**src/rtl/core/qpi_psram_slave_core_defines.svh**
```systemverilog
// Assertion macros shared by the serial RAM slave core.
// Included by the top level; needs nothing else.
`ifndef QPI_PSRAM_SLAVE_CORE_DEFINES_SVH
`define QPI_PSRAM_SLAVE_CORE_DEFINES_SVH

// Same-cycle implication, disabled during reset
`define QPS_ASSERT_NOW(label, clk, rst, ante, cons, msg) \
   label: assert property (@(posedge clk) disable iff (rst) (ante) |-> (cons)) \
      else $error(msg);

// Next-cycle implication, disabled during reset
`define QPS_ASSERT_NEXT(label, clk, rst, ante, cons, msg) \
   label: assert property (@(posedge clk) disable iff (rst) (ante) |=> (cons)) \
      else $error(msg);

`endif

```
**src/rtl/core/qps_pkg.sv**
```systemverilog
// Shared types and constants of the serial RAM slave core.
// No dependencies; imported by the top level, qps_ctrl and qps_mem.
`timescale 1ns / 1ps
`default_nettype none

package qps_pkg;

   // Memory geometry
   localparam int unsigned MemBytes = 65536;
   localparam int unsigned MemAw    = $clog2(MemBytes);
   localparam int unsigned AddrW    = 24;
   localparam logic [AddrW:0] MemLimit = (AddrW + 1)'(MemBytes);

   // Opcodes
   localparam logic [7:0] OpQuadEnter = 8'h35;
   localparam logic [7:0] OpQuadRead  = 8'hEB;
   localparam logic [7:0] OpWriteA    = 8'h02;
   localparam logic [7:0] OpWriteB    = 8'h38;

   // Nibble counter landmarks
   localparam logic [3:0] CntSpiDone  = 4'd8;
   localparam logic [3:0] CntDataBeg  = 4'd8;
   localparam logic [3:0] CntReadBeg  = 4'd13;
   localparam logic [3:0] CntLast     = 4'hF;
   localparam logic [3:0] CntWrapTo   = 4'hE;

   typedef enum logic [1:0] {
      CmdDeselect = 2'd0,
      CmdEdge     = 2'd1,
      CmdLoad     = 2'd2
   } cmd_type;

   typedef enum logic [2:0] {
      StOk      = 3'd0,
      StBadOp   = 3'd1,
      StRoWrite = 3'd2,
      StWrEnd   = 3'd3,
      StRdEnd   = 3'd4
   } status_type;

   // One stored byte with its read-only flag
   typedef struct packed {
      logic       ro;
      logic [7:0] value;
   } word_type;

   // Memory requests issued by the protocol engine
   typedef struct packed {
      logic             rd_en;
      logic [MemAw-1:0] rd_addr;
      logic             data_we;
      logic [MemAw-1:0] data_waddr;
      logic [7:0]       data_wdata;
      logic             flag_we;
      logic [MemAw-1:0] flag_waddr;
   } mem_req_type;

endpackage

`default_nettype wire

```
**src/rtl/core/qps_ctrl.sv**
```systemverilog
// Protocol engine: SPI opcode shift, quad command/address phases, write and read bursts.
// Depends on qps_pkg; talks to qps_mem through mem_req_type and word_type.
`timescale 1ns / 1ps
`default_nettype none

module qps_ctrl
   import qps_pkg::*;
(
   input  wire logic        clock,
   input  wire logic        reset,
   input  wire logic        acc,
   input  wire logic [1:0]  cmd,
   input  wire logic [3:0]  nib,
   input  wire logic [23:0] load_addr,
   input  wire logic [7:0]  load_byte,
   input  wire logic        load_ro,
   input  wire logic        quad_set,
   input  wire word_type    word,
   output mem_req_type      req,
   output logic [3:0]       res_data_out,
   output status_type       res_status,
   output logic             res_quad
);

   logic              quad_ff, quad_in;
   logic [3:0]        cnt_ff, cnt_in;
   logic [7:0]        opc_ff, opc_in;
   logic [AddrW-1:0]  addr_ff, addr_in;
   logic [3:0]        hi_ff, hi_in;
   logic [3:0]        nout_ff, nout_in;

   logic [3:0]        cnt_adv;
   logic              in_range;
   logic              load_in_range;
   logic              is_write;
   logic              is_read;
   logic [7:0]        opc_lo;
   logic [7:0]        spi_opc;
   logic [7:0]        wr_byte;
   logic              data_we;
   logic              flag_we;
   status_type        status;

   assign cnt_adv       = (cnt_ff == CntLast) ? CntWrapTo : cnt_ff + 4'd1;
   assign in_range      = ({1'b0, addr_ff} < MemLimit);
   assign load_in_range = ({1'b0, load_addr} < MemLimit);
   assign is_write      = (opc_ff == OpWriteA) || (opc_ff == OpWriteB);
   assign is_read       = (opc_ff == OpQuadRead);
   assign opc_lo        = opc_ff | {4'h0, nib};
   assign spi_opc       = {opc_ff[6:0], nib[0]};
   assign wr_byte       = {hi_ff, nib};

   // Decode one transaction
   always_comb begin
      quad_in = quad_ff;
      cnt_in  = cnt_ff;
      opc_in  = opc_ff;
      addr_in = addr_ff;
      hi_in   = hi_ff;
      nout_in = nout_ff;
      status  = StOk;
      data_we = 1'b0;
      flag_we = 1'b0;
      case (cmd_type'(cmd))
         CmdDeselect: begin
            cnt_in  = '0;
            opc_in  = '0;
            addr_in = '0;
         end
         CmdEdge: begin
            if (quad_ff) begin
               cnt_in = cnt_adv;
               if (cnt_ff == 4'd0) begin
                  opc_in = opc_ff | {nib, 4'h0};
               end else if (cnt_ff == 4'd1) begin
                  opc_in = opc_lo;
                  if ((opc_lo != OpQuadRead) && (opc_lo != OpWriteA) &&
                      (opc_lo != OpWriteB)) begin
                     status = StBadOp;
                  end
               end else if (cnt_ff < CntDataBeg) begin
                  // Address phase, most significant nibble first
                  addr_in = addr_ff | (AddrW'(nib) << {3'd7 - cnt_ff[2:0], 2'b00});
               end else if (is_write) begin
                  if (!cnt_ff[0]) begin
                     hi_in = nib;
                  end else if (!in_range) begin
                     status = StWrEnd;
                     cnt_in = cnt_ff;
                  end else if (word.ro && (word.value != wr_byte)) begin
                     status = StRoWrite;
                     cnt_in = cnt_ff;
                  end else begin
                     data_we = 1'b1;
                     addr_in = addr_ff + AddrW'(1);
                  end
               end else if (is_read && (cnt_ff >= CntReadBeg)) begin
                  if (!in_range) begin
                     status = StRdEnd;
                     cnt_in = cnt_ff;
                  end else if (cnt_ff[0]) begin
                     nout_in = word.value[7:4];
                  end else begin
                     nout_in = word.value[3:0];
                     addr_in = addr_ff + AddrW'(1);
                  end
               end
            end else if (cnt_ff < CntSpiDone) begin
               // SPI opcode, one bit per edge
               opc_in = spi_opc;
               cnt_in = cnt_ff + 4'd1;
               if (cnt_ff == CntSpiDone - 4'd1) begin
                  if (spi_opc == OpQuadEnter) begin
                     quad_in = 1'b1;
                  end else begin
                     status = StBadOp;
                  end
               end
            end
         end
         CmdLoad: begin
            data_we = load_in_range;
            flag_we = load_in_range & load_ro;
         end
         default: begin
         end
      endcase
   end

   // Memory requests; reload the word at the address left after this transaction
   always_comb begin
      req.rd_en      = acc;
      req.rd_addr    = addr_in[MemAw-1:0];
      req.data_we    = acc & data_we;
      req.data_waddr = (cmd_type'(cmd) == CmdLoad) ? load_addr[MemAw-1:0]
                                                   : addr_ff[MemAw-1:0];
      req.data_wdata = (cmd_type'(cmd) == CmdLoad) ? load_byte : wr_byte;
      req.flag_we    = acc & flag_we;
      req.flag_waddr = load_addr[MemAw-1:0];
   end

   assign res_data_out = (cmd_type'(cmd) == CmdEdge) ? nout_in : 4'h0;
   assign res_status   = status;
   assign res_quad     = quad_in;

   // Advance state on each accepted transaction; mode switch from the CSR
   always_ff @(posedge clock) begin
      if (reset) begin
         quad_ff <= 1'b0;
         cnt_ff  <= '0;
         opc_ff  <= '0;
         addr_ff <= '0;
         hi_ff   <= '0;
         nout_ff <= '0;
      end else begin
         if (acc) begin
            cnt_ff  <= cnt_in;
            opc_ff  <= opc_in;
            addr_ff <= addr_in;
            hi_ff   <= hi_in;
            nout_ff <= nout_in;
         end
         quad_ff <= (acc ? quad_in : quad_ff) | quad_set;
      end
   end

endmodule

`default_nettype wire

```
**config.mk**
```make
export PLATFORM = sky130hd
export DESIGN_NAME = qps_ctrl
export DESIGN_NICKNAME = d
export VERILOG_FILES = /design/src/rtl/core/qpi_psram_slave_core_defines.svh /design/src/rtl/core/qps_pkg.sv /design/src/rtl/core/qps_ctrl.sv
export SDC_FILE = /design/constraint.sdc
export NUM_CORES = 1
export LEC_CHECK = 0
export BUFFER_PORTS_ARGS = -buffer_cell sky130_fd_sc_hd__buf_2
export CORE_MARGIN = 1.5
export CORE_UTILIZATION = 40
export DETAILED_ROUTE_END_ITERATION = 7
export PLACE_DENSITY = 0.61
export SYNTH_ARGS = -nofsm -noshare
export SYNTH_HDL_FRONTEND = slang
export SYNTH_SLANG_ARGS = --single-unit
```
**constraint.sdc**
```tcl
create_clock -name clock -period 7.6 [get_ports clock]
set_input_delay 1.52 -clock clock [delete_from_list [all_inputs] [get_ports clock]]
set_output_delay 1.52 -clock clock [all_outputs]
set_load 0.05 [all_outputs]
```
* Word-level counts from Yosys, hierarchy flattened *
Index checks and enable logic that the tools add are counted.
W data, S select, Z words.

operators by class
  multiplexer cells = 73
  bitwise gates (word level) = 11
  divide/modulo/power cells = 0
  reduce and logical (&&, ||, !) cells = 13
  shift-type cells = 1
  multipliers = 0
  eq/ne operators = 26
  order comparisons = 4
  add/subtract/negate cells = 3

operators by type and width
  operator                 number
  $mux W24                 11
  $mux W4                  22
  $lt A24 B17 Y1 const B   2
  $pmux W24 S2             1
  $mux W8                  5
  $add A24 B1 Y24 const B  1
  $mux W3                  8
  $or A24 B24 Y24          1
  $shl A4 B5 Y24           1
  $ne A7 B7 Y1 const B     3
  $ne A4 B4 Y1 const B     5
  $mux W1                  19
  $eq A8 B6 Y1 const B     2
  $mux W16                 1
  $pmux W8 S2              1
  $reduce_and A10 Y1       1
  $eq A8 B2 Y1 const B     1
  $eq A8 B8 Y1 const B     1
  $ne A8 B2 Y1 const B     1
  $ne A8 B6 Y1 const B     1
  $ne A8 B8 Y1             1
  $ne A8 B8 Y1 const B     1
  $or A8 B4 Y8             1
  $or A8 B8 Y8             1
  other kinds (25)         39

word-level totals
  bits in writable memories = 0
  input port bits = 52
  register bits = 45
  bits in latches = 0
  memory bits (read-only) = 0
  word-level logic and storage cells = 139
  output and inout port bits = 67
  memories = 0

* Longest topological paths before layout *
  depth after elaboration = 12
  depth in mapped cells = 10
  depth with buffers taken out = 9

* Worst setup path before layout *
Ideal clock, no wire load.

  kind = input to output
  start point = in cmd[1]
  end point = out res_data_out[0]
  path slack = 2,751 ps
  data required time = 6,080 ps
  cell stages on the path = 7
  arrival = 3,329 ps
  path buffers = 0
  path through = inv_1 > ha_1 > nand2_1 > a21oi_1 > nand3_1 > mux2i_1 > nor2_1

between the ends
  word-level cells in the longest chain between the ends = 3

ends and longest elaborated chain
  element          line                             source
  start, declared  qps_ctrl.sv:12                   input wire logic [1:0] cmd,
  $eq A2 B1 Y1 *   qps_ctrl.sv:64, qps_ctrl.sv:142
  $mux W4          qps_ctrl.sv:64                   case (cmd_type'(cmd))
  $mux W4 *        qps_ctrl.sv:142                  assign res_data_out = (cmd_type'(cmd) == CmdEdge) ? nout_in : 4'h0;
  end, declared    qps_ctrl.sv:20                   output logic [3:0] res_data_out,

Every way passes the cells marked *; elsewhere a longest branch is shown, timed or not.

==> impl_metrics.py <==
metrics = {
    "synthesis": {
        "mappedNetlistArea_sq_um": 4190,
        "synth_edf_count": 0,
        "post_synth.cell_area_avg_sq_um": 7.37,
        "synth-seq-cells": 45,
        "synth-seq-area-share_pct": 21.5,
        "synth.distinct_cells": 71,
        "synth-async-reset-ratio_pct": 0,
        "mappedNetlistNets": 628,
        "ys_dominant_reg_cell": "sky130_fd_sc_hd__dfxtp_1",
        "syn-instance-count": 568,
        "yosysWarningCount": 0,
    },
    "sta": {
        "relSlewSlack_pct": 24.6,
        "final_period_minus_worst_setup_slack_ns": 5.80,
        "report.final.hold_viol_count": 0,
        "setup_viol": 0,
        "setup_tns_ns": 0,
        "rsz0062_at_grt": "false",
        "fin_skew_ns": 0.00685,
        "tightest_slew_ns": 1.13,
        "final_min_period_over_clock_period_pct": 76.4,
        "slew_viol_final": 0,
        "fmax_mhz": 172,
    },
    "power_and_ir_drop": {
        "switching_power_mw": 0.193,
        "power_mw": 0.577,
        "clock_power_share_pct": 34.4,
        "power_frac_seq_pct": 42.1,
        "p_int_mw": 0.383,
        "peakVddDrop_v": 0.0000601,
        "power_switching_share_pct": 33.5,
        "power.density_cell_area_nw_per_um2": 124,
        "power.static_leakage_nw": 1.88,
        "p_comb_share_pct": 23.5,
    },
    "die": {
        "initial_core_utilization_pct": 40.9,
        "floorplan.die_area_sq_um": 11100,
        "design.core.area_sq_um": 10200,
        "dieWidth_um": 105,
        "top_level_ports": 119,
        "core.rowCount": 37,
        "die_h_um": 105,
    },
    "flow_run": {
        "maxCapViolCount": 0,
    },
    "global_route": {
        "grt_overflow": 0,
        "global_route.usage.total_pct": 26.1,
        "initial_antenna_violation_count": 0,
        "grt_pass1_wl_um": 23200,
        "via_count_of_the_first_global_routing_pass": 4435,
        "pin_count_of_the_biggest_net_entering_global_routing": 34,
    },
    "worst_setup_path": {
        "timing.critical_path.slowest_stage_cell": "sky130_fd_sc_hd__dfxtp_1",
        "category_of_the_most_critical_setup_path": "reg -> out",
        "worstPathRequired_ns": 6.08,
        "critical_path.max_fanout": 25,
        "critical_path.n_buffers_inverters": 2,
        "r2r_setup_slack_ns": 3.55,
        "cp_data_arrival_time_ns": 4.28,
        "startpoint_type": "flip-flop",
        "timing.critical_path.slowest_cell_delay_ns": 0.96,
        "timing.rr.end": "addr_ff[7]",
        "worst_r2r_path_cells": 8,
        "cp_top_family": "simple AND/OR/NAND/NOR gates",
        "worst_r2r_startpoint": "cnt_ff[0]",
        "worstPathCellList": "inv_1 -> ha_1 -> nor2b_1 -> nor4_1 -> and2_1 -> a31oi_1 -> nor3_1 -> o21ai_0 -> a221oi_1 -> buf_2",
        "end_kind": "output port",
    },
    "place": {
        "globalplace.congestion": 0.950,
        "place.detailed.hpwl_um": 10800,
        "numPortBuffers": 118,
    },
    "final_layout": {
        "drive_gt1_share_pct": 26.9,
        "fillerInstances": 1096,
        "leading_cell_type_in_the_layout_fill_and_taps_excluded": "sky130_fd_sc_hd__buf_2",
        "antenna_cells": 0,
        "num-nets-final": 687,
        "area_delta_synth_final_pct": 11.5,
        "final_util_pct": 45.6,
        "mostFrequentLayoutCells": "118 x sky130_fd_sc_hd__buf_2, 58 x sky130_fd_sc_hd__nor2_1, 53 x sky130_fd_sc_hd__nand2_1",
    },
    "clock_network": {
        "cts_setup_buffers": 0,
        "cts_tree": "done",
        "cts_max_level": 2,
        "clk_pin_slew_worst_paths_ns": 0.09,
        "cts_resized": 0,
        "insertion_delay_ns": 0.31,
        "cts-hold-fix-buffers": 0,
        "clk_path_buf_depth": 2,
        "cts.sinks": 45,
        "tritoncts.num_buffers": 5,
        "clock-root-buffer": "sky130_fd_sc_hd__clkbuf_8",
    },
    "hold_path": {
        "min-delay-start": "addr_ff[22]",
        "worst_hold_path.endpoint": "addr_ff[22]",
        "timing.hold.worst.class": "reg -> reg",
        "min_path_cells": 2,
    },
    "route": {
        "route.detailed.vias_per_inst": 6.16,
        "drtAntennaViolNets": 0,
        "wl_um": 14500,
        "routedWlPerCell_um": 19.0,
        "firstDrtPassIters": 5,
        "detailedRoute.firstIterationViolations": 445,
        "vias": 4704,
        "route.detailed.drc": 0,
    },
    "run_status": {
        "status": "completed",
    },
}
[state kept, by name (all words and copies together) (netlist names)]
register and cells:
quad_ff 1, addr_ff 24, opc_ff 8, hi_ff 4
cnt_ff 4, nout_ff 4
[power groups by stage]
| stage | sequential, mW | combinational [mW] | clock [mW] |
|---|---|---|---|
| finish | 0.243 | 0.136 | 0.198 |
| global route | 0.244 | 0.145 | 0.208 |
| CTS | 0.243 | 0.135 | 0.202 |
| detailed placement | 0.248 | 0.135 | 0 |
| global placement | 0.248 | 0.134 | 0 |
| floorplan | 0.244 | 0.104 | 0 |
[synth_stat cells (4+ instances only)]
master,instances,area [sq um]
sky130_fd_sc_hd__mux2_2,26,293
sky130_fd_sc_hd__a22o_1,5,43.8
sky130_fd_sc_hd__buf_4,34,255
sky130_fd_sc_hd__a21oi_1,24,120
sky130_fd_sc_hd__o211ai_1,7,52.6
sky130_fd_sc_hd__mux2i_1,10,100
sky130_fd_sc_hd__o31ai_1,6,45.0
sky130_fd_sc_hd__and3_1,10,62.6
sky130_fd_sc_hd__nor2b_1,7,43.8
sky130_fd_sc_hd__a32o_1,5,50.1
sky130_fd_sc_hd__inv_1,19,71.3
sky130_fd_sc_hd__and2_1,4,25.0
sky130_fd_sc_hd__nor2_1,58,218
sky130_fd_sc_hd__nor3_1,14,70.1
sky130_fd_sc_hd__a31oi_1,20,125
sky130_fd_sc_hd__a211oi_1,4,30.0
sky130_fd_sc_hd__nand3_1,25,125
sky130_fd_sc_hd__xnor2_1,8,70.1
sky130_fd_sc_hd__o21ai_0,31,155
sky130_fd_sc_hd__o22ai_1,7,43.8
sky130_fd_sc_hd__dfxtp_1,45,901
sky130_fd_sc_hd__clkbuf_1,25,93.8
sky130_fd_sc_hd__a21o_1,6,45.0
sky130_fd_sc_hd__or4_1,4,30.0
sky130_fd_sc_hd__a22oi_1,6,45.0
sky130_fd_sc_hd__o21a_1,7,52.6
sky130_fd_sc_hd__nand2_1,53,199
sky130_fd_sc_hd__ha_1,8,100
sky130_fd_sc_hd__nor4_1,11,68.8
sky130_fd_sc_hd__nand4_1,15,93.8
[final cells by class]
class,count,area (sq um),area share [%]
Multi-Input combinational cell,436,2800,60.0
Sequential cell,45,901,19.3
Timing Repair Buffer,120,606,13.0
Tap cell,136,170,3.64
Clock buffer,6,82.6,1.77
Inverter,19,71.3,1.53
Clock inverter,2,37.5,0.804
[logic make-up (layout without fill, tap and decap cells)]
| family | count (synthesis) | in the layout | synth area share (%) |
|---|---|---|---|
| multiplexers | 36 | 36 | 9.38 |
| flip-flops | 45 | 45 | 21.5 |
| buffers and inverters | 87 | 147 | 11.6 |
| AO/OA/AOI/OAI | 162 | 162 | 26.6 |
| adder cells (fa/ha/maj) | 8 | 8 | 2.39 |
| XOR/XNOR | 8 | 8 | 1.67 |
| AND/OR/NAND/NOR | 222 | 222 | 26.8 |
[routing by layer]
metal / wire length [um] / global-route usage [%] / vias up
met5: 0 / 0 / -
met4: 376 / 9.78 / 0
met3: 1180 / 3.83 / 31
met2: 6710 / 42.9 / 253
met1: 6250 / 34.4 / 2216
li1: - / - / 2204
[worst max-delay path by stage]
stage                     cells past startpoint  startpoint         endpoint  slack [ns]
after floorplan                               7      cmd[1]  res_data_out[0]        2.75
after global placement                        9      nib[1]          req[54]        1.94
after detailed placement                      9      nib[1]          req[54]        1.92
after CTS                                     9      nib[1]          req[54]        1.92
after global routing                         10   cnt_ff[0]          req[54]        1.34
final                                        10   cnt_ff[0]          req[54]        1.80
[metrics by stage]
stage | instances | setup slack [ns] | hold WS [ns] | instance area, sq um
final | 764 | 1.80 | 0.485 | 4670
after global routing | 764 | 1.34 | 0.518 | 4670
after CTS | 764 | 1.92 | 0.492 | 4670
after detailed placement | 756 | 1.92 | 0.470 | 4550
after global placement | 756 | 1.94 | 0.464 | 4550
after floorplan | 568 | 2.75 | 0.438 | 4190
[worst min-delay path: stages (launching register included)]
cell	delay, ns
sky130_fd_sc_hd__dfxtp_1	0.34
sky130_fd_sc_hd__a21oi_1	0.05
sky130_fd_sc_hd__nor2_1	0.07
Power figures use the tool's default switching activity.
